## config.mk

```make
export PLATFORM = sky130hd
export DESIGN_NAME = spe_ctrl
export DESIGN_NICKNAME = d
export VERILOG_FILES = /design/src/design/spe_pkg.sv /design/src/design/spe_ctrl.sv
export SDC_FILE = /design/constraint.sdc
export NUM_CORES = 1
export LEC_CHECK = 0
export BUFFER_PORTS_ARGS = -buffer_cell sky130_fd_sc_hd__buf_2
export CAP_MARGIN = 5
export CORE_AREA = 2 2 39 41
export DETAILED_ROUTE_END_ITERATION = 6
export DIE_AREA = 0 0 41 43
export GPL_TIMING_DRIVEN = 0
export PLACE_DENSITY = 0.53
export SKIP_LAST_GASP = 1
export SLEW_MARGIN = 20
export SYNTH_ARGS = -nofsm -noshare
export SYNTH_HDL_FRONTEND = slang
export SYNTH_SLANG_ARGS = --single-unit
export TNS_END_PERCENT = 30
```

## constraint.sdc

```tcl
create_clock -name aclk -period 1.31 [get_ports aclk]
set_input_delay 0.131 -clock aclk [delete_from_list [all_inputs] [get_ports aclk]]
set_output_delay 0.131 -clock aclk [all_outputs]
set_load 0.01 [all_outputs]
```

## src/design/spe_pkg.sv

```systemverilog
// ----------------------------------------------------------------------------
// spe_pkg
// Types and constants shared by the stack pattern eraser modules.
// ----------------------------------------------------------------------------
`default_nettype none

package spe_pkg;

    localparam int DATA_W      = 8;
    localparam int RIDX_W      = 12;
    localparam int DEPTH_OUT_W = 13;
    localparam int CFG_IDX_W   = 3;
    localparam int CFG_DATA_W  = 64;
    localparam int PLEN_W      = 6;
    localparam int PIDX_W      = 5;
    localparam int PAT_BITS    = 256;
    localparam int S_TDATA_W   = 24;
    localparam int M_TDATA_W   = 24;

    // configuration register indexes
    localparam logic [CFG_IDX_W-1:0] REG_PATTERN_LENGTH = 3'd0;
    localparam logic [CFG_IDX_W-1:0] REG_PATTERN_WORD0  = 3'd1;
    localparam logic [CFG_IDX_W-1:0] REG_PATTERN_WORD1  = 3'd2;
    localparam logic [CFG_IDX_W-1:0] REG_PATTERN_WORD2  = 3'd3;
    localparam logic [CFG_IDX_W-1:0] REG_PATTERN_WORD3  = 3'd4;

    localparam logic OP_PUSH = 1'b0;
    localparam logic OP_READ = 1'b1;

    typedef enum logic [2:0] {
        ST_IDLE,
        ST_PUSH,
        ST_RD_ADDR,
        ST_RD_DATA,
        ST_CMP,
        ST_OUT
    } state_t;

    typedef struct packed {
        logic load_item;    // capture the accepted word
        logic push;         // write the byte, bump the count, compute the base
        logic push_pop;     // write the byte and erase it at once
        logic set_overflow;
        logic rd_item;      // drive the read index onto the memory
        logic capture_read;
        logic cmp_start;
        logic cmp_step;
        logic pop;          // drop the matched pattern
        logic out_load;
    } spe_cmd_t;

    typedef struct packed {
        logic full;
        logic hit;          // last pattern byte seen with enough entries
        logic len_one;
        logic cmp_last;
        logic cmp_mismatch;
    } spe_status_t;

    function automatic logic [DATA_W-1:0] pat_byte(input logic [PAT_BITS-1:0] bits,
                                                    input logic [PIDX_W-1:0]   idx);
        pat_byte = bits[{idx, 3'b000} +: DATA_W];
    endfunction

endpackage

`default_nettype wire

```

## src/design/spe_ctrl.sv

```systemverilog
// ----------------------------------------------------------------------------
// spe_ctrl
// Sequencer for push, pattern walk, read and result hand-off.
// ----------------------------------------------------------------------------
`default_nettype none

module spe_ctrl import spe_pkg::*; (
    input  wire logic        aclk,
    input  wire logic        aresetn,
    input  wire logic        s_opcode,
    input  wire logic        s_tvalid,
    output logic             s_tready,
    output logic             m_tvalid,
    input  wire logic        m_tready,
    input  wire spe_status_t status,
    output spe_cmd_t         cmd
);

    state_t state_reg, state_next;
    logic   m_valid_reg, m_valid_next;
    logic   out_free;

    assign out_free = !m_valid_reg || m_tready;
    assign m_tvalid = m_valid_reg;

    always_ff @(posedge aclk) begin
        if (!aresetn) begin
            state_reg   <= ST_IDLE;
            m_valid_reg <= 1'b0;
        end else begin
            state_reg   <= state_next;
            m_valid_reg <= m_valid_next;
        end
    end

    // next state
    always_comb begin
        state_next = state_reg;
        case (state_reg)
            ST_IDLE: begin
                if (s_tvalid) begin
                    state_next = (s_opcode == OP_READ) ? ST_RD_ADDR : ST_PUSH;
                end
            end
            ST_PUSH: begin
                if (!status.full && status.hit && !status.len_one) begin
                    state_next = ST_CMP;
                end else begin
                    state_next = ST_OUT;
                end
            end
            ST_RD_ADDR: state_next = ST_RD_DATA;
            ST_RD_DATA: state_next = ST_OUT;
            ST_CMP: begin
                if (status.cmp_mismatch || status.cmp_last) begin
                    state_next = ST_OUT;
                end
            end
            ST_OUT: begin
                if (out_free) begin
                    state_next = ST_IDLE;
                end
            end
            default: state_next = ST_IDLE;
        endcase
    end

    // outputs
    always_comb begin
        cmd          = '0;
        s_tready     = 1'b0;
        m_valid_next = m_valid_reg && !m_tready;
        case (state_reg)
            ST_IDLE: begin
                s_tready      = 1'b1;
                cmd.load_item = s_tvalid;
            end
            ST_PUSH: begin
                if (status.full) begin
                    cmd.set_overflow = 1'b1;
                end else if (status.hit && status.len_one) begin
                    cmd.push_pop = 1'b1;
                end else begin
                    cmd.push      = 1'b1;
                    cmd.cmp_start = status.hit;
                end
            end
            ST_RD_ADDR: cmd.rd_item = 1'b1;
            ST_RD_DATA: cmd.capture_read = 1'b1;
            ST_CMP: begin
                cmd.cmp_step = 1'b1;
                cmd.pop      = status.cmp_last && !status.cmp_mismatch;
            end
            ST_OUT: begin
                if (out_free) begin
                    cmd.out_load = 1'b1;
                    m_valid_next = 1'b1;
                end
            end
            default: cmd = '0;
        endcase
    end

endmodule

`default_nettype wire

```

==> metrics, run 1 <==
clk root buf clkbuf_4; Antenna Cells 0; FF+latch count, synth 4; IR drop worst, VDD around 0.47 mV; Top FF cell, synth dfxtp_1; Post-Syn Nets 53; Avg Cell Area, Syn between 7 and 8 um2; number of distinct library cells after synthesis 21; top post-synthesis cells by count nor2_1 (7), nor3b_1 (5), dfxtp_1 (4); final worst setup slack -0.0454 ns; Cells after Synth 43; Routed WL 888 um; Reg2Reg Launch Point state_reg[2]$_SDFFE_PN0P_; Startpoint Class flop; Crit Path Class reg2out; Clock Latency Late Sink 0.23 ns; Setup-failing EPs final 3; hold_sp aresetn; via count between 300 and 400; sequential area share after synthesis about a quarter; status finished, violations left; area growth from synthesis to layout 66.4%; pin count of the biggest net entering global routing 11; Crit path required time between 1 and 1.5 ns; ranking of synthesized cells by area dfxtp_1 (26%), nor3b_1 (12%), nor2_1 (8.4%); R2R Setup Slk -0.01 ns; WL/cell about 10 um; Worst Reg-to-Reg Cells 4; crit path DAT ~1.2 ns; number of global-route vias before repair 350; DR vias/cell approximately 4.6; boundary pin count 22; Initial DRT Pass Iterations 4; initial antenna violation count 0; standard-cell rows 14; Reg-to-Reg End state_reg[0]$_SDFFE_PN0P_; failing checks negative setup slack; TritonCTS Sinks 4; most numerous cell in the Yosys netlist nor2_1; Reg clk slew, reported paths 0.04 ns; hpwl dp between 500 and 600 um; Fillers between 150 and 200; Worst-Margin Slew roughly 0.28 ns; Slew Limit Fails 0; Die Area between 0.0015 and 0.002 mm2; port bufs 21; slew margin rel. between 80% and 90%; global-route wire length before repair approximately 1400 um; starting density of the core 22.6%; die height around 43 um; number of max-cap violations 0; post-route clock period utilization 103%; max reg flops 3; Worst Hold Class in2reg; Pleak 0.251 nW; Hold Vio Cnt, Final 0; power density over the cells ~1400 mW/mm2; layout cells sized above 1 54.3%; Routed Antenna Nets 0; Tot GR Track Use around an eighth; H-Tree Depth 1; DR DRC count 0; hold depth 3; Post-synth EDFFs 0; CTS tree done; die width between 40 and 50 um; pre-CTS setup slack -0.0220 ns; CP Capture Type output port; Yosys Warn Count 0; initial drt markers 14; Mapped Area approximately 310 um2; total CTS buffers 3; placer's final routability congestion estimate slightly above 0.7; hold slack 0.186 ns; area leader, netlist dfxtp_1; Final min period 1.36 ns; skew final about 0.00091 ns; maximum root-to-sink buffer count 2; # nets final 82; post-layout power approximately 0.75 mW; RSZ-0062 raised after global routing yes; Core Area roughly 0.0014 mm2; GRT overflow 0; asr flop ratio synth 0%; Peak Freq between 700 and 800 MHz; Hold EP m_tvalid$_SDFF_PN0_; Synth top area share ~26%; CP Max Fanout 9
[per-layer routing]
metal	routed length (um)	GRT usage, %	vias up	part of all wire [%]
li1	-	-	203	-
met1	386	14.4	182	43
met2	442	18.4	14	50
met3	60	3.14	0	6.8
met4	0	6.00	0	0
met5	0	0	-	0
[cell usage in the layout (no fill, tap or decap)]
master,instances
a211oi_1,1
a21oi_1,2
a311oi_1,1
and2_1,3
buf_2,21
buf_4,5
buf_6,1
clkbuf_4,3
dfxtp_1,1
dfxtp_2,2
dfxtp_4,1
inv_1,1
inv_4,1
nand2_1,1
nand2b_1,2
nor2_1,7
nor2b_1,2
nor3_1,2
nor3_2,1
nor3b_1,3
nor3b_2,1
nor3b_4,1
nor4b_2,1
o21a_1,1
o21ai_0,2
o21bai_1,2
or3_1,1
[layout make-up]
| type | count | area (um2) | area share (%) |
|---|---|---|---|
| multi-input cells | 34 | 228 | 43.7 |
| repair buffers | 26 | 143 | 27.4 |
| inverters | 2 | 10.0 | 1.92 |
| plain buffers | 1 | 11.3 | 2.16 |
| well taps | 16 | 20.0 | 3.85 |
| clock buffers | 3 | 22.5 | 4.33 |
| flip-flops and latches | 4 | 86.3 | 16.6 |
[timing repair]
item | in CTS | in global routing
pin swaps | 1 | 1
setup endpoints to repair | 9 | 9
setup buffers | 4 | 1
hold endpoints to repair | 0 | 0
gates resized for setup | 8 | 2
hold buffers | 0 | 0
[worst max-delay path by stage]
stage | start | end | slack (ns) | cells after the start
6_report | state_reg[2]$_SDFFE_PN0P_ | cmd[1] | -0.05 | 4
5_1_grt | state_reg[1]$_SDFFE_PN0P_ | cmd[3] | -0.12 | 4
4_1_cts | state_reg[0]$_SDFFE_PN0P_ | cmd[3] | -0.09 | 5
3_5_place_dp | state_reg[1]$_SDFFE_PN0P_ | cmd[3] | -0.02 | 5
3_3_place_gp | state_reg[1]$_SDFFE_PN0P_ | cmd[3] | -0.01 | 5
2_1_floorplan | state_reg[1]$_SDFFE_PN0P_ | cmd[1] | 0.08 | 3
[power breakdown]
| part | internal [mW] | switching (mW) |
|---|---|---|
| sequential | 0.154 | 0.0355 |
| clock | 0.102 | 0.0457 |
| combinational | 0.212 | 0.200 |
| total | 0.469 | 0.281 |
[worst max-delay path: stages, from the launching register on]
cell and delay, ns:
dfxtp_2 0.35, buf_6 0.13, nand2b_1 0.10, nor4b_2 0.25, buf_2 0.16
[kinds of logic (layout without fill, tap and decap cells)]
| kind of cell | after synthesis | count (layout) | synth area share [%] |
|---|---|---|---|
| DFF | 4 | 4 | 25.6 |
| AOI/OAI and AO/OA | 9 | 9 | 18.8 |
| buffers and inverters | 5 | 32 | 10.4 |
| and+or+nand+nor | 25 | 25 | 45.2 |
[through the flow]
stage / util (%) / std cells / TNS, ns / instance area [um2]
global route: 37.6 / 86 / -0.526 / 520
detailed placement: 31.6 / 80 / -0.0220 / 438
global placement: 31.6 / 80 / -0.0114 / 438
finish: 37.6 / 86 / -0.0951 / 520
floorplan: - / 43 / 0 / 313
CTS: 37.3 / 86 / -0.343 / 515
No activity file was read; power rests on OpenSTA's default activity.
==> run 2: changes to the inputs <==
- CORE_AREA: 2 2 39 41 -> 3 3 40 42
- CTS_CLUSTER_SIZE: default -> 24
- DIE_AREA: 0 0 41 43 -> 0 0 43 45
==> metrics, run 2 (synthesis results as in run 1) <==
Routed Antenna Nets 0 (unchanged); Worst-Margin Slew 0.295 ns (+0.0149 ns); RSZ-0062 raised after global routing yes; TritonCTS Sinks 4 (unchanged); Antenna Cells 0 (unchanged); Core Area 0.00128 mm2 (-7.1%); starting density of the core 24.3% (+1.7 points); die height 45 um (+4.7%); met2 GRT Util 13.2% (-5.3 points); Slew Limit Fails 0 (unchanged); maximum root-to-sink buffer count 2 (unchanged); GRT Max-Usage Layer met2; DR vias/cell 4.55 (-2.0%); CP Max Fanout 10 (+1); Clock power frac 21.6% (+1.9 points); slew margin rel. 80.3% (-1.0 points); final worst setup slack -0.0727 ns (-0.0273 ns); most common cell after layout, fill and taps aside buf_2; Reg2Reg Launch Point state_reg[0]$_SDFFE_PN0P_; Tot GR Track Use 9.58% (-2.3 points); Reg-to-Reg End state_reg[0]$_SDFFE_PN0P_; global-route wire length before repair 1380 um (-2.4%); layout cells sized above 1 50.7% (-3.5 points); Crit Path Class reg2out; Peak Freq 723 MHz (-2.0%); Setup-failing EPs final 2 (-1); Crit path required time 1.18 ns (about the same); pin count of the biggest net entering global routing 11 (unchanged); post-layout power 0.693 mW (-7.6%); CP max stage cell dfxtp_2; max reg flops 3 (unchanged); Crit path largest cell delay 0.35 ns (about the same); crit path cell chain buf_6 -> nand2b_1 -> nor4b_1 -> buf_2; initial drt markers 2 (-12); total CTS buffers 3 (unchanged); Initial DRT Pass Iterations 2 (-2); Util after Layout 37.9% (+0.26 points); Startpoint Class flop; commonest cells after routing, fill and taps aside buf_2 (21), nor2_1 (7); Pleak 0.231 nW (-7.7%); Clock Latency Late Sink 0.23 ns (about the same); pre-CTS setup slack -0.0370 ns (-0.0150 ns); Reg clk slew, reported paths 0.03 ns (about the same); Worst Hold Class in2reg; port bufs 21 (unchanged); CTS tree done; routing usage on met1 12.3% (-2.1 points); Hold-fix buffers, CTS 0 (unchanged); DR DRC count 0 (unchanged); skew final 0.00326 ns (+0.00235 ns); boundary pin count 22 (unchanged); Comb power frac 51.8% (-3.2 points); # nets final 79 (-3.7%); WL/cell 10.3 um (about the same); power density over the cells 1420 mW/mm2 (-1.2%); placer's final routability congestion estimate 0.678 (-3.7%); number of max-cap violations 0 (unchanged); area growth from synthesis to layout 55.6%; post-route clock period utilization 106% (+2.1 points); CP Capture Type output port; crit path to cmd[1]; Hold Vio Cnt, Final 0 (unchanged); Final min period 1.38 ns (+0.0273 ns); status finished, violations left; Seq pwr share 26.6% (+1.3 points); Die Area 0.00194 mm2 (+9.8%); die width 43 um (+4.9%); R2R Setup Slk 0.09 ns (+0.10 ns); failing checks negative setup slack; met3 Usage GRT 4.38% (+1.2 points); GRT overflow 0 (unchanged); NetSw 0.263 mW (-6.3%); CP startpoint state_reg[2]$_SDFFE_PN0P_; Worst Reg-to-Reg Cells 4 (unchanged); clk root buf clkbuf_4; initial antenna violation count 0 (unchanged); H-Tree Depth 1 (unchanged); crit path DAT 1.25 ns (+0.03 ns); WP depth 4 (unchanged); internal power 0.429 mW (-8.4%); CP bufs+invs 2 (unchanged); via count 373 (-6.5%); number of global-route vias before repair 319 (-8.9%); Routed WL 846 um (-4.7%); switching share of power 38.0% (+0.51 points); Worst path top cell family by delay simple AND/OR/NAND/NOR gates; cell area after layout 487 um2 (-6.5%); standard-cell rows 13 (-1); dpl cell area 437 um2 (-0.29%); IR drop worst, VDD 0.418 mV (-12%)
-- run 2: metal layers --
layer  vias up  routed length, um
li1        196                  -
met1       165                391
met2        12                390
met3         0                 64
met4         0                  0
met5         -                  0
-- run 2: power by group through the flow --
stage                     Sequential (mW)  Combinational (mW)  Clock [mW]
after global routing                0.188               0.404       0.171
after detailed placement            0.158               0.353           0
after CTS                           0.181               0.368       0.160
after global placement              0.159               0.357           0
final                               0.184               0.359       0.150
after floorplan                     0.158               0.250           0
-- run 2: worst min path at each step --
stage | from | end | slack [ns] | depth (start not counted)
floorplan | aresetn | m_tvalid$_SDFF_PN0_ | 0.29 | 2
global placement | aresetn | m_tvalid$_SDFF_PN0_ | 0.41 | 3
detailed placement | aresetn | m_tvalid$_SDFF_PN0_ | 0.41 | 3
CTS | aresetn | m_tvalid$_SDFF_PN0_ | 0.17 | 3
global route | aresetn | m_tvalid$_SDFF_PN0_ | 0.21 | 3
finish | aresetn | m_tvalid$_SDFF_PN0_ | 0.18 | 3
-- run 2: through the flow --
stage                     setup TNS, ns  hold slack (ns)  cells
final                            -0.135            0.177     82
after global routing             -0.759            0.208     82
after global placement          -0.0293            0.406     79
after CTS                        -0.371            0.166     82
after detailed placement        -0.0370            0.410     79
after floorplan                       0            0.293     43
-- run 2: layout make-up --
class / count / area (um2)
Clock buffer: 3 / 22.5
Sequential cell: 4 / 86.3
Inverter: 2 / 10.0
Tap cell: 15 / 18.8
Fill cell: 142 / 798
Timing Repair Buffer: 23 / 118
Multi-Input combinational cell: 34 / 220
Buffer: 1 / 11.3
-- run 2: timing repair --
action / CTS / global route
cloned: 0 / 0
resized for setup: 6 / 3
setup buffers: 1 / 1
pin swaps: 0 / 1
setup endpoints to repair: 9 / 10
-- run 2: worst min-delay path: cells and delay by family --
kind / cells / cell delay, ns
buffers and inverters: 2 / 0.13
AND/OR/NAND/NOR: 1 / 0.10
==> run 3: changes to the inputs <==
- TNS_END_PERCENT: 30 -> 1
==> metrics, run 3 (synthesis results as in run 1) <==
initial antenna violation count 0 (unchanged); Clock power frac 21.9% (+0.3 points); Reg-to-Reg End state_reg[0]$_SDFFE_PN0P_; Reg clk slew, reported paths 0.03 ns (about the same); standard-cell rows 13 (unchanged); Routed WL 813 um (-3.9%); TritonCTS Sinks 4 (unchanged); power density over the cells 1430 mW/mm2 (+0.55%); Worst Hold Class in2reg; Slew Limit Fails 0 (unchanged); hold_sp aresetn; DR DRC count 0 (unchanged); global-route wire length before repair 1380 um (unchanged); total CTS buffers 3 (unchanged); via count 366 (-1.9%); Worst-Margin Slew 0.298 ns (+0.00312 ns); Peak Freq 722 MHz (-0.22%); # nets final 78 (-1.3%); WL/cell 10.0 um (-2.7%); pre-CTS setup slack -0.0370 ns (unchanged); initial drt markers 2 (unchanged); Hold EP m_tvalid$_SDFF_PN0_; Initial DRT Pass Iterations 2 (unchanged); hold depth 3 (unchanged); dpl cell area 437 um2 (unchanged); Die Area 0.00194 mm2 (unchanged); cell area after layout 478 um2 (-1.8%); port bufs 21 (unchanged); most common cell after layout, fill and taps aside buf_2; CTS tree done; Setup-failing EPs final 2 (unchanged); Routed Antenna Nets 0 (unchanged); Tot GR Track Use 9.58% (unchanged); Antenna Cells 0 (unchanged); CP Capture Type output port; slew margin rel. 80.1% (-0.21 points); number of global-route vias before repair 319 (unchanged); boundary pin count 22 (unchanged); failing checks negative setup slack; maximum root-to-sink buffer count 2 (unchanged); starting density of the core 24.3% (unchanged); H-Tree Depth 1 (unchanged); Non-Filler Instances 81 (-1.2%); placer's final routability congestion estimate 0.678 (unchanged); Crit path required time 1.18 ns (about the same); RSZ-0062 raised after global routing yes; layout cells sized above 1 48.5% (-2.3 points); Reg2Reg Launch Point state_reg[0]$_SDFFE_PN0P_; internal power 0.425 mW (-1.0%); die height 45 um (unchanged); area growth from synthesis to layout 52.8%; commonest cells after routing, fill and taps aside buf_2 (21), nor2_1 (7); die width 43 um (unchanged); GRT overflow 0 (unchanged); R2R Setup Slk 0.08 ns (about the same); crit path DAT 1.25 ns (about the same); Startpoint Class flop; IR drop worst, VDD 0.415 mV (-0.74%); Comb power frac 50.5% (-1.3 points); Placed Cells 79 (unchanged); number of max-cap violations 0 (unchanged); Crit Path Class reg2out; NetSw 0.259 mW (-1.7%); Pleak 0.227 nW (-1.8%); Worst Reg-to-Reg Cells 4 (unchanged); clk root buf clkbuf_4; Util after Layout 37.2% (-0.68 points); CP Max Fanout 10 (unchanged); post-route clock period utilization 106% (+0.23 points); skew final 0.00321 ns (-0.0000531 ns); max reg flops 3 (unchanged); status finished, violations left; Final min period 1.39 ns (+0.00308 ns); hold slack 0.177 ns (+0.000244 ns); Clock Latency Late Sink 0.23 ns (about the same); Seq pwr share 27.6% (+1.0 points); switching share of power 37.8% (-0.15 points); final worst setup slack -0.0758 ns (-0.00308 ns); Core Area 0.00128 mm2 (unchanged); pin count of the biggest net entering global routing 11 (unchanged); DR vias/cell 4.52 (-0.67%); Hold Vio Cnt, Final 0 (unchanged)
## run 3: critical path, stage by stage, from the launching register on
cell,delay [ns]
dfxtp_2,0.35
buf_6,0.14
nand2b_1,0.09
nor4b_1,0.27
buf_2,0.18
## run 3: per-layer routing
metal | GRT usage [%] | vias to the layer above | part of all wire (%) | wire length, um
li1 | - | 194 | - | -
met1 | 12.3 | 160 | 46 | 377
met2 | 13.2 | 12 | 46 | 371
met3 | 4.38 | 0 | 7.9 | 64
met4 | 5.42 | 0 | 0 | 0
met5 | 0 | - | 0 | 0
## run 3: cell type report
type / count / area (um2)
plain buffers: 1 / 11.3
inverters: 2 / 10.0
fillers: 141 / 807
repair buffers: 22 / 113
multi-input cells: 34 / 216
well taps: 15 / 18.8
flip-flops and latches: 4 / 86.3
clock buffers: 3 / 22.5
## run 3: how the worst max path moves through the flow
stage,start,to,slack [ns],cells past startpoint
floorplan,state_reg[1]$_SDFFE_PN0P_,cmd[1],0.08,3
global placement,state_reg[1]$_SDFFE_PN0P_,cmd[3],-0.03,5
detailed placement,state_reg[1]$_SDFFE_PN0P_,cmd[3],-0.04,5
CTS,state_reg[0]$_SDFFE_PN0P_,cmd[3],-0.09,5
global route,state_reg[1]$_SDFFE_PN0P_,cmd[3],-0.18,4
finish,state_reg[2]$_SDFFE_PN0P_,cmd[1],-0.08,4
## run 3: power by group through the flow
| stage | registers, mW | clock network [mW] | logic [mW] |
|---|---|---|---|
| after floorplan | 0.158 | 0 | 0.250 |
| after global placement | 0.159 | 0 | 0.357 |
| after detailed placement | 0.158 | 0 | 0.353 |
| after CTS | 0.181 | 0.160 | 0.368 |
| after global routing | 0.193 | 0.171 | 0.389 |
| final | 0.188 | 0.150 | 0.346 |
## run 3: per-stage QoR
| stage | power [mW] | TNS, ns |
|---|---|---|
| CTS | 0.709 | -0.371 |
| detailed placement | 0.511 | -0.0370 |
| global placement | 0.516 | -0.0293 |
| global route | 0.753 | -0.817 |
| floorplan | 0.408 | 0 |
| finish | 0.684 | -0.131 |
## run 3: what timing repair did
action,CTS,global route
buffers inserted,1,0
hold buffers,0,0
endpoints found under the hold margin,0,0
gates resized for setup,6,2
cloned,0,0
pin swaps,0,1
setup endpoints to repair,9,10
